File: src/hdl/elementary_symmetric_sum_macros.svh
// Assertion macros for the elementary symmetric sum RTL.
// The using module must have clk and arst_n in scope.
`ifndef ELEMENTARY_SYMMETRIC_SUM_MACROS_SVH
`define ELEMENTARY_SYMMETRIC_SUM_MACROS_SVH

// Check that cons holds in the same cycle as ante.
`define ESS_ASSERT_NOW(name, ante, cons) \
	name: assert property (@(posedge clk) disable iff (!arst_n) (ante) |-> (cons)) \
		else $error("ess: same-cycle check failed");

// Check that cons holds in the cycle after ante.
`define ESS_ASSERT_NEXT(name, ante, cons) \
	name: assert property (@(posedge clk) disable iff (!arst_n) (ante) |=> (cons)) \
		else $error("ess: next-cycle check failed");

`endif

File: src/hdl/ess_pkg.sv
`timescale 1ns / 1ps
`default_nettype none

package ess_pkg;

	// Default build values
	localparam int MAX_ORDER     = 8;
	localparam int FRACTION_BITS = 16;

	// Field widths
	localparam int SAMPLE_W = 32;
	localparam int SUM_W    = 64;
	localparam int ORDER_W  = 4;
	localparam int KEFF_W   = ORDER_W + 1;

	// Queue between front and back
	localparam int QDEPTH = 2;
	localparam int QPTR_W = 1;

	// Saturation limits
	localparam logic [SUM_W-1:0] SIGN64   = 64'h8000_0000_0000_0000;
	localparam logic [SUM_W-1:0] MAXPOS64 = 64'h7FFF_FFFF_FFFF_FFFF;

	// One classified element: sign and magnitude split, end-of-vector mark
	typedef struct packed {
		logic                xneg;
		logic [SAMPLE_W-1:0] xmag;
		logic                last;
	} item_t;

endpackage

`default_nettype wire

File: src/hdl/ess_queue.sv
`timescale 1ns / 1ps
`default_nettype none

module ess_queue (
	input  wire logic           clk,
	input  wire logic           arst_n,
	input  wire logic           push,
	input  wire ess_pkg::item_t push_item,
	output logic                full,
	input  wire logic           pop,
	output logic                head_valid,
	output ess_pkg::item_t      head_item
);

	ess_pkg::item_t                 entry_q [ess_pkg::QDEPTH];
	logic [ess_pkg::QPTR_W-1:0]     wr_ptr_q;
	logic [ess_pkg::QPTR_W-1:0]     rd_ptr_q;
	logic [ess_pkg::QPTR_W:0]       count_q;

	assign full       = (count_q == (ess_pkg::QPTR_W + 1)'(ess_pkg::QDEPTH));
	assign head_valid = (count_q != '0);
	assign head_item  = entry_q[rd_ptr_q];

	// Track pointers and fill level
	always_ff @(posedge clk or negedge arst_n) begin
		if (!arst_n) begin
			wr_ptr_q <= '0;
			rd_ptr_q <= '0;
			count_q  <= '0;
		end else begin
			if (push)
				wr_ptr_q <= wr_ptr_q + 1'b1;
			if (pop)
				rd_ptr_q <= rd_ptr_q + 1'b1;
			if (push && !pop)
				count_q <= count_q + 1'b1;
			else if (pop && !push)
				count_q <= count_q - 1'b1;
		end
	end

	// Store entries
	always_ff @(posedge clk) begin
		if (push)
			entry_q[wr_ptr_q] <= push_item;
	end

endmodule

`default_nettype wire

File: config.mk
export PLATFORM = sky130hd
export DESIGN_NAME = ess_queue
export DESIGN_NICKNAME = d
export VERILOG_FILES = /design/src/hdl/elementary_symmetric_sum_macros.svh /design/src/hdl/ess_pkg.sv /design/src/hdl/ess_queue.sv
export SDC_FILE = /design/constraint.sdc
export NUM_CORES = 1
export LEC_CHECK = 0
export ABC_CLOCK_PERIOD_IN_PS = 3000
export BUFFER_PORTS_ARGS = -buffer_cell sky130_fd_sc_hd__buf_2
export CAP_MARGIN = 20
export CORE_MARGIN = 2
export CORE_UTILIZATION = 52
export CTS_CLUSTER_DIAMETER = 80
export DETAILED_ROUTE_END_ITERATION = 12
export PLACE_DENSITY = 0.76
export SLEW_MARGIN = 10
export SYNTH_ARGS = -nofsm -noshare
export SYNTH_HDL_FRONTEND = slang
export SYNTH_SLANG_ARGS = --single-unit
export TNS_END_PERCENT = 30
File: constraint.sdc
create_clock -name clk -period 3 [get_ports clk]
set_clock_uncertainty 0.2 [all_clocks]
set_input_delay 0.3 -clock clk [delete_from_list [all_inputs] [get_ports clk]]
set_output_delay 0.3 -clock clk [all_outputs]
set_load 0.05 [all_outputs]
==> flow_metrics.env <==
export IMPL_die_h_um=77.3
export IMPL_cts_resized=0
export IMPL_detailedRoute_firstPassIterationCount=4
export IMPL_use_met1=0.177
export IMPL_detail_route_wirelength_um=4870
export IMPL_ys_seq_area_frac=0.767
export IMPL_power_density_nw_per_um2=989
export IMPL_wire_per_inst_um=15.4
export IMPL_ff2ff_path_depth=1
export IMPL_timing_max_slew_rel_slack=0.341
export IMPL_clkLatencyLatePin_ps=330
export IMPL_flow_area_growth_from_synthesis_pct=33.0
export IMPL_post_cts_setup_buffers=0
export IMPL_globalRoute_totalOverflow=0
export IMPL_post_dp_hpwl_um=2980
export IMPL_ys_seq_elements=72
export IMPL_worst_slew_pin_slew_ps=986
export IMPL_post_synth_instance_area_um2=2790
export IMPL_top_level_ports=74
export IMPL_worst_ep_arrival_time_ps=1940
export IMPL_antenna_cells_inserted=0
export IMPL_largest_net_degree_at_the_start_of_global_routing=35
export IMPL_report_final_setup_viol=0
export IMPL_maxSlewViolCount=0
export IMPL_clk_transition_reported_paths_ps=70
export IMPL_timing_fmax_mhz=409
export IMPL_tritoncts="done"
export IMPL_syn_instance_count=122
export IMPL_final_hold_violation_count=0
export IMPL_critical_path_peak_fanout=22
export IMPL_irDropWorstVdd_uv=823
export IMPL_port_buffer_count=73
export IMPL_die_width_um=77.3
export IMPL_clk_buf_depth=2
export IMPL_busiest_layer="met2"
export IMPL_rsz0062_at_grt="false"
export IMPL_numCtsBuffers=9
export IMPL_design_final_nets=280
export IMPL_grt_antenna_before_repair=0
export IMPL_start_kind="flip-flop"
export IMPL_crit_path_end_kind="output port"
export IMPL_ctsRootBufferMaster="sky130_fd_sc_hd__clkbuf_8"
export IMPL_first_pass_grt_wire_length_um=7420
export IMPL_cap_violations=0
export IMPL_global_route_usage_total=0.167
export IMPL_outcome="finished clean"
export IMPL_top_library_cells_by_usage_in_the_layout_fill_and_taps_aside="sky130_fd_sc_hd__buf_2 (73), sky130_fd_sc_hd__edfxtp_1 (68), sky130_fd_sc_hd__dlygate4sd3_1 (37)"
export IMPL_drtAntennaViolNets=0
export IMPL_worstPathRequired_ps=2500
export IMPL_htree_num_levels=3
export IMPL_drive_above_1_share=0.498
export IMPL_setup_tns_final_ps=0
export IMPL_design_power_mw=3.68
export IMPL_cts_hold_buffers=37
export IMPL_synth_avg_cell_area_um2=22.9
export IMPL_hold_path_class="input port to async pin"
export IMPL_cts_sink_count=72
export IMPL_num_vias=1482
export IMPL_route_detailed_drc=0
export IMPL_use_met2=0.299
export IMPL_initial_core_util=0.544
export IMPL_synth_cell_types=14
export IMPL_ys_warn_count=0
export IMPL_design_core_area_um2=5140
export IMPL_first_global_vias=1633
export IMPL_most_common_cell_after_layout_fill_and_taps_aside="sky130_fd_sc_hd__buf_2"
export IMPL_use_met3=0.0459
export IMPL_routed_via_density=4.70
export IMPL_rows=26
export IMPL_dr_first_iter_drc_count=35
export IMPL_gpl_final_weighted_congestion=0.757
export IMPL_fin_crit_ps=2440
export IMPL_layout_worst_path_cycle_share=0.815
export IMPL_syn_nets=161
export IMPL_fp_dieArea_um2=5980
export IMPL_total_leakage_power_nw=1.52
export IMPL_crit_path_class="flip-flop to output port"
==> area by class of cell <==
cell class / count / area (um^2)
flip-flops and latches: 72 / 2140
fillers: 360 / 1420
repair buffers: 112 / 751
multi-input cells: 45 / 586
clock buffers: 13 / 139
well taps: 70 / 87.6
clock inverters: 2 / 7.51
inverters: 1 / 3.75
==> synthesized netlist by cell type, drive strengths merged <==
| library cell | n | area share |
|---|---|---|
| edfxtp | 68 | 0.73 |
| mux2 | 34 | 0.18 |
| xnor2 | 1 | 0.0031 |
| dfrtp | 4 | 0.036 |
| or2 | 1 | 0.0022 |
| xor2 | 4 | 0.013 |
| nor2b | 2 | 0.0045 |
| inv | 1 | 0.0013 |
| ha | 1 | 0.0045 |
| and2 | 1 | 0.0022 |
| nor2 | 1 | 0.0013 |
| buf | 4 | 0.026 |
==> per-stage QoR <==
stage	instance area [um^2]	hold WS (ps)	std cells	util	setup WS, ps
6_report	3720	94.1	315	0.723	556
3_5_place_dp	3200	-87.2	263	0.623	883
3_3_place_gp	3200	-93.5	263	0.623	922
5_1_grt	3720	93.8	315	0.723	481
2_1_floorplan	2790	-196	122	-	441
4_1_cts	3720	87.4	315	0.723	516
==> metal layers <==
metal | vias up | wire length (um)
li1 | 707 | -
met1 | 712 | 1900
met2 | 50 | 2620
met3 | 13 | 248
met4 | 0 | 106
met5 | - | 0
==> worst paths after layout <==
path / slack [ps] / startpoint / to
min in group clk: 300 / count_q[1] / count_q[1]
worst min register to register: 300 / count_q[1] / count_q[1]
worst min-delay path: 90 / arst_n / wr_ptr_q
worst max register to register: 1160 / wr_ptr_q / entry_q[0][14]
max in group asynchronous: 2370 / arst_n / rd_ptr_q
worst max-delay path: 560 / rd_ptr_q / head_item[1]
==> cell families after synthesis <==
group                      count (synthesis)  synth area share
xor gates and xnor gates                   5            0.0157
buffers and inverters                      5            0.0269
adders and majority gates                  1           0.00448
and+or+nand+nor                            5            0.0103
muxes                                     34             0.176
DFF                                       72             0.767
==> report_power, final <==
group	switching (mW)	internal (mW)	leakage, nW
Clock	0.299	0.291	0.0726
Sequential	0.145	1.34	0.684
Combinational	1.05	0.544	0.760
Total	1.50	2.18	1.52
==> critical path, cell delays in order, from the launching register on <==
cell                      delay (ps)
sky130_fd_sc_hd__dfrtp_2         780
sky130_fd_sc_hd__buf_4           320
sky130_fd_sc_hd__mux2_4          310
sky130_fd_sc_hd__buf_2           210
==> registers in the layout, summed over array words and instances, names as in the netlist <==
signal    cells
wr_ptr_q      1
entry_q      68
rd_ptr_q      1
count_q       2
(Power assumes the default switching activity.)
