$ cat src/hdl/elementary_symmetric_sum_macros.svh
// Assertion macros for the elementary symmetric sum RTL.
// The using module must have clk and arst_n in scope.
`ifndef ELEMENTARY_SYMMETRIC_SUM_MACROS_SVH
`define ELEMENTARY_SYMMETRIC_SUM_MACROS_SVH

// Check that cons holds in the same cycle as ante.
`define ESS_ASSERT_NOW(name, ante, cons) \
	name: assert property (@(posedge clk) disable iff (!arst_n) (ante) |-> (cons)) \
		else $error("ess: same-cycle check failed");

// Check that cons holds in the cycle after ante.
`define ESS_ASSERT_NEXT(name, ante, cons) \
	name: assert property (@(posedge clk) disable iff (!arst_n) (ante) |=> (cons)) \
		else $error("ess: next-cycle check failed");

`endif

$ cat src/hdl/ess_pkg.sv
`timescale 1ns / 1ps
`default_nettype none

package ess_pkg;

	// Default build values
	localparam int MAX_ORDER     = 8;
	localparam int FRACTION_BITS = 16;

	// Field widths
	localparam int SAMPLE_W = 32;
	localparam int SUM_W    = 64;
	localparam int ORDER_W  = 4;
	localparam int KEFF_W   = ORDER_W + 1;

	// Queue between front and back
	localparam int QDEPTH = 2;
	localparam int QPTR_W = 1;

	// Saturation limits
	localparam logic [SUM_W-1:0] SIGN64   = 64'h8000_0000_0000_0000;
	localparam logic [SUM_W-1:0] MAXPOS64 = 64'h7FFF_FFFF_FFFF_FFFF;

	// One classified element: sign and magnitude split, end-of-vector mark
	typedef struct packed {
		logic                xneg;
		logic [SAMPLE_W-1:0] xmag;
		logic                last;
	} item_t;

endpackage

`default_nettype wire

$ cat src/hdl/ess_front.sv
`timescale 1ns / 1ps
`default_nettype none

module ess_front (
	input  wire logic                         in_valid,
	output logic                              in_stall,
	input  wire logic [ess_pkg::SAMPLE_W-1:0] sample_value,
	input  wire logic                         last,
	input  wire logic                         q_full,
	output logic                              push,
	output ess_pkg::item_t                    push_item
);

	// Stall only on a full queue
	assign in_stall = q_full;
	assign push     = in_valid && !q_full;

	// Split the element into sign and magnitude
	always_comb begin
		push_item.xneg = sample_value[ess_pkg::SAMPLE_W-1];
		push_item.xmag = sample_value[ess_pkg::SAMPLE_W-1] ? (~sample_value + 32'd1)
		                                                    : sample_value;
		push_item.last = last;
	end

endmodule

`default_nettype wire

$ cat config.mk
export PLATFORM = sky130hd
export DESIGN_NAME = ess_front
export DESIGN_NICKNAME = d
export VERILOG_FILES = /design/src/hdl/elementary_symmetric_sum_macros.svh /design/src/hdl/ess_pkg.sv /design/src/hdl/ess_front.sv
export SDC_FILE = /design/constraint.sdc
export NUM_CORES = 1
export LEC_CHECK = 0
export BUFFER_PORTS_ARGS = -buffer_cell sky130_fd_sc_hd__buf_2
export CORE_MARGIN = 8
export CORE_UTILIZATION = 36
export DETAILED_ROUTE_END_ITERATION = 12
export GPL_TIMING_DRIVEN = 0
export PLACE_DENSITY_LB_ADDON = 0.08
export REMOVE_ABC_BUFFERS = 1
export SYNTH_ARGS = -nofsm -noshare
export SYNTH_HDL_FRONTEND = slang
export SYNTH_SLANG_ARGS = --single-unit
$ cat constraint.sdc
create_clock -name vclk -period 2.3
set_input_delay 0.575 -clock vclk [all_inputs]
set_output_delay 0.575 -clock vclk [all_outputs]
set_load 0.1 [all_outputs]
==> results.md, run 1 <==
- Number of global-route vias before repair: approximately 1200
- Post-route ant nets: 0
- Die height: 63.4 um
- Hpwl dp: 2260 um
- Max Freq: 377 MHz
- Rel. slew slack: 67.4%
- Tightest Hold Check Type: in2out
- Ant diodes: 0
- Area growth syn-to-layout: 127%
- Synth unique cells: 27
- HP Start: last
- Status: complete, but fails checks
- DRT iter0 DRCs: 33
- Overflow after GRT: 0
- Hold Path Depth: 0
- Nets: 222
- Worst-margin pin slew: 0.492 ns
- PwrDens: 437 mW/mm^2
- Hold EP: push_item[0]
- Starting Density: around 37%
- Data arrival, critical path: 2.08 ns
- DR vias: 1125
- Type of origin of the critical path: input pin
- Final Wtd Congestion: 0.758
- Max_cap viols: 0
- Hold Buf Count CTS: 0
- Sequential cell count: 0
- Num ports: 71
- Initial antenna violation count: 0
- Most frequent cells in the layout: buf_6 (35), buf_2 (29), xnor2_1 (27), buf_4 (12)
- Sum Neg Setup Slack: -6.60 ns
- Avg Inst Size Synth: 7.86 um^2
- Synth Instances: 103
- CLK BUF: 0
- Dpl ws: -0.852 ns
- Final setup viols: 26
- Peak supply drop: 0.414 mV
- Register area: 0 um^2
- Share of cells above drive strength 1: around two thirds
- Via density: 5.31
- Sequential area share after synthesis: 0%
- Row Count: 17
- Total track usage: 15.7%
- Final core utilization: between 80 and 90%
- Detailed Routing Iterations Pass 1: 4
- Mapped Area: 810 um^2
- Die ar.: 0.00402 mm^2
- RSZ-0062 raised after global routing: true
- Crit path kind: in2out
- Worst path max stage delay: 0.38 ns
- Shortest period the worst path allows: 2.66 ns
- Worst Setup End Kind: output pin
- Final hold slack: 1.15 ns
- Die X: 63.4 um
- Post-route setup slack: -0.356 ns
- Failing checks: setup timing
- Worst endpoint required time: approximately 1.7 ns
- Top delay family on crit path: simple AND/OR/NAND/NOR gates
- Critical Path Slowest Stage Cell: nor4_2
- CP Max Fanout: 7
- Final hold violation count: 0
- Post-Place Cell Area: 0.00114 mm^2
- CP bufs+invs: 2
- Critical path, cell by cell: buf_2 > nor4_2 > nand4_4 > o31ai_1 > xnor2_1 > buf_6
- DRC: 0
- Final Slew Violations: 0
- # port buffers: 69
- Post-route cell area: 0.00184 mm^2
- Synth warn: 0
- Largest net degree at the start of global routing: 34
- Most common cell after layout, fill and taps aside: buf_6
- Routed wire length per instance: 16.6 um
- Routed wire length: between 3000 and 4000 um
- First-pass GRT wire length: 5620 um
- Period utilization: 115%
- CORE AREA: ~0.0022 mm^2
- Lkg Pwr: 0.788 nW
==> stage by stage <==
step,power [W],cells
2_1_floorplan,0.000508,95
3_3_place_gp,0.000654,192
3_5_place_dp,0.000658,192
4_1_cts,0.000787,206
5_1_grt,0.000827,212
6_report,0.000803,212
==> routing by layer <==
| metal | share of wire, % | vias up | track usage, % |
|---|---|---|---|
| met5 | 0 | - | 0 |
| met4 | 0 | 0 | 0.557 |
| met3 | 4.8 | 0 | 2.83 |
| met2 | 54 | 34 | 29.9 |
| met1 | 41 | 544 | 18.2 |
| li1 | - | 547 | - |
==> cells in the mapped netlist (2+ instances only) <==
master | number | area [um^2]
xnor2_1 | 29 | 254
nand2_1 | 11 | 41.3
o31ai_1 | 10 | 75.1
o41ai_2 | 7 | 114
o21ai_0 | 6 | 30.0
buf_4 | 4 | 30.0
nand2b_1 | 4 | 25.0
nor2_1 | 4 | 15.0
nor4_1 | 3 | 18.8
buf_1 | 2 | 7.51
clkbuf_1 | 2 | 7.51
inv_1 | 2 | 7.51
nand3_1 | 2 | 10.0
nand3b_1 | 2 | 15.0
nor3_1 | 2 | 10.0
nor4_4 | 2 | 42.5
==> cell type report <==
| class | instances | area, um^2 |
|---|---|---|
| fillers | 131 | 333 |
| inverters | 2 | 7.51 |
| multi-input cells | 96 | 1020 |
| well taps | 28 | 35.0 |
| repair buffers | 86 | 769 |
==> repair_timing <==
| action | in CTS | in global routing |
|---|---|---|
| setup buffers | 11 | 6 |
| setup endpoints to repair | 30 | 30 |
| pin swaps | 24 | 12 |
| cloned | 3 | 0 |
| resized for setup | 119 | 12 |
==> worst max path at each step <==
stage | startpoint | to | cells after the start | slack [ns]
6_report | sample_value[14] | push_item[23] | 6 | -0.36
5_1_grt | sample_value[14] | push_item[23] | 6 | -0.45
4_1_cts | sample_value[3] | push_item[21] | 7 | -0.34
3_5_place_dp | sample_value[24] | push_item[29] | 6 | -0.85
3_3_place_gp | sample_value[24] | push_item[29] | 6 | -0.79
2_1_floorplan | sample_value[8] | push_item[32] | 3 | -2.44
==> cells by family after synthesis <==
kind of cell / share of synthesized area (%)
and+or+nand+nor: 32.5
xor gates and xnor gates: 31.4
AOI/OAI and AO/OA: 28.1
buffers and inverters: 6.49
adders and majority gates: 1.55
==> power by group <==
part	internal, W	switching (W)	total (W)
Clock	0	0	0
Combinational	0.000216	0.000587	0.000803
Sequential	0	0	0
Total	0.000216	0.000587	0.000803
Note: power is estimated with default switching activity, not from simulation.
==> run 2, diff against run 1 <==
--- a/config.mk
+++ b/config.mk
@@ -11,7 +11,6 @@
 export DETAILED_ROUTE_END_ITERATION = 12
 export GPL_TIMING_DRIVEN = 0
 export PLACE_DENSITY_LB_ADDON = 0.08
-export REMOVE_ABC_BUFFERS = 1
 export SYNTH_ARGS = -nofsm -noshare
 export SYNTH_HDL_FRONTEND = slang
 export SYNTH_SLANG_ARGS = --single-unit
==> run 2 against run 1 <==
  * The run now fails in clock tree synthesis (4_1_cts)
  * Area after synthesis did not move
  * Synthesized cell count did not move
==> results.md, run 2 <==
- Status: did not finish
- Dpl ws: -1.14 ns
- Stop err: [ERROR DPL-0038] Utilization greater than 100%, impossible to legalize
- Synth warn: 0
- Share of the synthesized area in the top cell type: 31.4%
- Sequential area share after synthesis: 0%
- Row Count: 17
- Top-count cell post-synth: xnor2_1
- Commonest cells in the netlist: xnor2_1 (29), nand2_1 (11), o31ai_1 (10)
- Post-Place Cell Area: 0.00194 mm^2
- Largest area contributor in the netlist: xnor2_1
- Synth unique cells: 27
- Failed at: clock tree synthesis (4_1_cts)
- Hpwl dp: 3370 um
- Final Wtd Congestion: 0.743
- Num ports: 71
- # Post-CTS Setup Buffers: 17
- Synth Instances: 103
- # port buffers: 70
- Hold Buf Count CTS: 0
- Avg Inst Size Synth: 7.86 um^2
- Starting Density: 37.3%
- Post_cts resized: 171
- Die X: about 63 um
- Die height: 63.4 um
- Synth top area cells: xnor2_1 (31%), o41ai_2 (14%), o31ai_1 (9.3%), nor4_4 (5.3%), nand2_1 (5.1%)
- Post-Syn Nets: 139
- Mapped Area: 810 um^2
==> run 2: cell counts after synthesis <==
Identical to the previous run, type by type.
==> run 2: stage by stage <==
stage                     util, %  instances
after floorplan                 -        103
after global placement       89.6        201
after detailed placement     89.6        201
==> run 2: cell families after synthesis <==
kind of cell | count (synthesis) | share of synthesized area (%)
xor+xnor | 29 | 31.4
compound gates | 24 | 28.1
buf+inv | 10 | 6.49
fa+ha+maj | 1 | 1.55
simple gates | 39 | 32.5
==> run 3, diff against run 2 <==
--- a/config.mk
+++ b/config.mk
@@ -6,11 +6,11 @@
 export NUM_CORES = 1
 export LEC_CHECK = 0
 export BUFFER_PORTS_ARGS = -buffer_cell sky130_fd_sc_hd__buf_2
-export CORE_MARGIN = 8
-export CORE_UTILIZATION = 36
+export CORE_AREA = 8 8 69 71
 export DETAILED_ROUTE_END_ITERATION = 12
+export DIE_AREA = 0 0 77 79
 export GPL_TIMING_DRIVEN = 0
-export PLACE_DENSITY_LB_ADDON = 0.08
+export PLACE_DENSITY_LB_ADDON = 0.15
 export SYNTH_ARGS = -nofsm -noshare
 export SYNTH_HDL_FRONTEND = slang
 export SYNTH_SLANG_ARGS = --single-unit
==> constraint.sdc (replaced) <==
create_clock -name vclk -period 2.99
set_input_delay 0.7475 -clock vclk [all_inputs]
set_output_delay 0.7475 -clock vclk [all_outputs]
set_load 0.1 [all_outputs]
==> run 3 against run 2 <==
  * The flow now finishes, with violations (setup timing)
==> results.md, run 3 (synthesized netlist as in run 1, its figures left out) <==
- Row Count: 23
- Via density: between 4 and 5
- PwrDens: 284 mW/mm^2
- Sum Neg Setup Slack: -1.60 ns
- CP Max Fanout: 3
- Net Sw Power: 0.000506 W
- Final hold slack: 1.85 ns
- Shortest period the worst path allows: 3.14 ns
- CLK BUF: 0
- Detailed Routing Iterations Pass 1: 4
- Final Slew Violations: 0
- Hold Path Depth: 3
- Number of global-route vias before repair: approximately 1400
- Data arrival, critical path: 2.40 ns
- DRC: 0
- First-pass GRT wire length: 7180 um
- Sequential cell count: 0
- Final setup viols: 16
- Final Wtd Congestion: just over 0.7
- Lkg Pwr: about 1.2 nW
- Die X: 77 um
- Starting Density: 21.3%
- Routed wire length per instance: 18.6 um
- Overflow after GRT: 0
- RSZ-0062 raised after global routing: true
- FILL cells: 267
- Most common cell after layout, fill and taps aside: buf_2
- Final hold violation count: 0
- Crit path kind: in2out
- CORE AREA: 0.00380 mm^2
- Type of origin of the critical path: input pin
- Total track usage: 13.9%
- Most frequent cells in the layout: buf_2 (35), buf_4 (27), buf_12 (22), xnor2_4 (19), buf_6 (19)
- Post-route setup slack: -0.155 ns
- P_int: 0.000270 W
- Period utilization: 105%
- Initial antenna violation count: 0
- Failing checks: setup timing
- Rel. slew slack: roughly 67%
- Die height: around 79 um
- Hpwl dp: about 2900 um
- Area growth syn-to-layout: 237%
- Final core utilization: 71.9%
- Seq pwr share: 0%
- Nets: 243
- Peak supply drop: 0.177 mV
- Die ar.: around 0.006 mm^2
- DRT iter0 DRCs: 50
- DR vias: 1251
- Hold Buf Count CTS: 0
- Ant diodes: 0
- Sw Ratio: 65.2%
- Largest net degree at the start of global routing: 11
- Max_cap viols: 0
- Comb pwr share: between 90% and 100%
- Register area: 0 um^2
- Post-Syn Nets: 139
- Clock power frac: 0%
- Max Freq: ~320 MHz
- Worst-margin pin slew: around 0.5 ns
- Worst endpoint required time: 2.24 ns
- Multi-input gate area: 0.00153 mm^2
- # port buffers: 70
- HP Start: sample_value[11]
- Worst Setup End Kind: output pin
- Routed wire length: 4750 um
- Hold EP: push_item[12]
- Share of cells above drive strength 1: between 80% and 90%
- Num ports: just over 70
- Post-route ant nets: 0
- Status: complete, but fails checks
- Tightest Hold Check Type: in2out
run 3: final cells by class:
| type | count | area share, % |
|---|---|---|
| Buffer | 8 | 2.20 |
| Inverter | 2 | 0.275 |
| Multi-Input combinational cell | 93 | 56.2 |
| Tap cell | 50 | 2.29 |
| Timing Repair Buffer | 102 | 39.1 |
run 3: worst max-delay path by stage:
stage / from / end / slack [ns] / cells past startpoint
after CTS: sample_value[3] / push_item[29] / -0.11 / 8
after global routing: sample_value[8] / push_item[29] / -0.19 / 8
after detailed placement: sample_value[8] / push_item[30] / -0.82 / 6
after global placement: sample_value[8] / push_item[30] / -0.79 / 6
after floorplan: sample_value[8] / push_item[32] / -0.40 / 3
final: sample_value[8] / push_item[16] / -0.15 / 8
run 3: power by group through the flow:
| stage | Combinational [W] | Clock, W | Sequential, W |
|---|---|---|---|
| 2_1_floorplan | 0.000497 | 0 | 0 |
| 3_3_place_gp | 0.000607 | 0 | 0 |
| 3_5_place_dp | 0.000611 | 0 | 0 |
| 4_1_cts | 0.000749 | 0 | 0 |
| 5_1_grt | 0.000799 | 0 | 0 |
| 6_report | 0.000776 | 0 | 0 |
run 3: layer usage:
metal	track usage, %	vias up	share of wire (%)
li1	-	583	-
met1	15.2	610	37
met2	28.1	52	57
met3	2.37	6	5.5
met4	0.943	0	0.57
met5	0	-	0
run 3: worst max-delay path, stage by stage:
cell and delay (ns):
buf_12 0.10, nor4_4 0.27, buf_4 0.19, buf_4 0.13, nand4_1 0.20, o31ai_4 0.34, xnor2_2 0.16, buf_6 0.25
run 3: timing repair:
| action | 4_1_cts | 5_1_grt |
|---|---|---|
| resized for setup | 153 | 23 |
| setup endpoints to repair | 26 | 24 |
| buffers inserted | 25 | 7 |
| pin swaps | 24 | 17 |
run 3: metrics by stage:
stage | area (um^2) | instances | total power, W | worst slack [ns]
floorplan | 1330 | 103 | 0.000497 | -0.401
global placement | 1740 | 223 | 0.000607 | -0.785
detailed placement | 1740 | 223 | 0.000611 | -0.824
CTS | 2580 | 248 | 0.000749 | -0.114
global route | 2730 | 255 | 0.000799 | -0.194
finish | 2730 | 255 | 0.000776 | -0.155
==> run 4, diff against run 3 <==
--- a/config.mk
+++ b/config.mk
@@ -5,7 +5,7 @@
 export SDC_FILE = /design/constraint.sdc
 export NUM_CORES = 1
 export LEC_CHECK = 0
-export BUFFER_PORTS_ARGS = -buffer_cell sky130_fd_sc_hd__buf_2
+export BUFFER_PORTS_ARGS = -buffer_cell sky130_fd_sc_hd__buf_4
 export CORE_AREA = 8 8 69 71
 export DETAILED_ROUTE_END_ITERATION = 12
 export DIE_AREA = 0 0 77 79
==> run 4 against run 3 <==
  * The flow still finishes with violations (setup timing)
  * Final cell count is 0.78% lower
  * Power is 2.4% higher
  * Setup slack better by 0.035 ns
  * Non-clock buffer count is 4 lower
  * Combinational power is 2% higher
  * Final area is 3.9% higher
  * Core utilization is 2.8 points higher
  * First-iteration DRC count is 32% lower
  * Die area stayed put
  * Sequential share of layout area stayed put
  * Largest power group unchanged
  * Count of clock-buffer cells in the layout stayed put
  * Hold slack worse by 0.026 ns
==> results.md, run 4 (synthesized netlist as in run 1, its figures left out) <==
- Status: complete, but fails checks
- Failing checks: setup timing
- Register area: 0 um^2
- Post-route setup slack: -0.119 ns
- Number of global-route vias before repair: 1398
- Type of origin of the critical path: input pin
- DR vias: 1244
- Critical path, cell by cell: buf_12 > nor4_4 > buf_4 > nand3b_1 > buf_4 > o31ai_4 > xnor2_4 > buf_12
- First-pass GRT wire length: roughly 7300 um
- Total power: 0.000794 W
- Die height: roughly 79 um
- GR peak layer: met2
- Crit path kind: in2out
- Worst path max stage delay: 0.38 ns
- Nets: 241
- Total track usage: 14.0%
- Top delay family on crit path: buffers and inverters
- CORE AREA: around 0.0038 mm^2
- Final hold violation count: 0
- Final setup viols: 15
- Post-Syn Nets: about 140
- Share of cells above drive strength 1: 86.7%
- Starting Density: between 20% and 30%
- Shortest period the worst path allows: 3.11 ns
- Final std cells w/o fill: between 200 and 300
- Die ar.: 0.00608 mm^2
- Routed wire length: 4790 um
- Sequential cell count: 0
- Worst Setup End Kind: output pin
- Final Wtd Congestion: roughly 0.74
- Most common cell after layout, fill and taps aside: buf_4
- Worst endpoint required time: about 2.2 ns
- RSZ-0062 raised after global routing: true
- DRC: 0
- Dpl ws: -0.627 ns
- Most frequent cells in the layout: buf_4 (55), buf_6 (22), xnor2_4 (19), buf_12 (18), xnor2_2 (10)
- CLK BUF: 0
- Grt met2 use: between 20 and 30%
- Overflow after GRT: 0
- # port buffers: 70
- Ant diodes: 0
- Period utilization: 104%
- Final hold slack: 1.82 ns
- Worst-margin pin slew: around 0.69 ns
- Met3 track demand over resource: under 10%
- Met1 usage: 15.8%
- Tightest Hold Check Type: in2out
- Largest net degree at the start of global routing: 11
- Lkg Pwr: around 1.2 nW
- CP Max Fanout: 3
- Critical Path Slowest Stage Cell: nor4_4
- DP Cell Count: approximately 220
- Peak supply drop: roughly 0.20 mV
- CP bufs+invs: 4
- Post-route ant nets: 0
- Via density: 4.92
- Data arrival, critical path: 2.36 ns
- Max Freq: 322 MHz
- DRT iter0 DRCs: 34
- Final Slew Violations: 0
- Hpwl dp: 2960 um
- Max_cap viols: 0
- Detailed Routing Iterations Pass 1: 4
- Row Count: 23
- Num ports: 71
- PwrDens: 280 mW/mm^2
- Routed wire length per instance: 18.9 um
- Area growth syn-to-layout: 251%
- Hold Buf Count CTS: 0
- Rel. slew slack: a little over half
- Initial antenna violation count: 0
- Die X: approximately 77 um
==> run 4: worst paths after layout <==
path	from	to	slack (ns)	cells after the start
max	sample_value[19]	push_item[26]	-0.12	8
min	last	push_item[0]	1.82	2
==> run 4: through the flow <==
step / setup TNS, ns / utilization (%) / area (um^2)
after floorplan: -1.09 / - / 1330
after CTS: -0.726 / 69.0 / 2620
after global routing: -2.27 / 74.7 / 2840
final: -0.925 / 74.7 / 2840
after global placement: -9.40 / 50.4 / 1910
after detailed placement: -9.67 / 50.4 / 1910
==> run 4: power breakdown <==
group          internal [W]  switching [W]
Combinational      0.000284       0.000511
Sequential                0              0
Clock                     0              0
==> run 4: cell type report <==
cell class,count,area (um^2)
Multi-Input combinational cell,95,1600
Fill cell,237,961
Tap cell,50,62.6
Timing Repair Buffer,98,1100
Buffer,8,68.8
Inverter,2,7.51
==> run 4: metal layers <==
| layer | vias to the layer above | wire length (um) |
|---|---|---|
| met1 | 608 | 1740 |
| met4 | 0 | 51 |
| met3 | 3 | 182 |
| met5 | - | 0 |
| li1 | 590 | - |
| met2 | 43 | 2810 |
==> run 4: timing repair <==
action,CTS,global route
endpoints found under the hold margin,0,0
pin swaps,24,20
buffers inserted,17,11
setup endpoints to repair,24,24
resized for setup,117,27
cloned,2,0
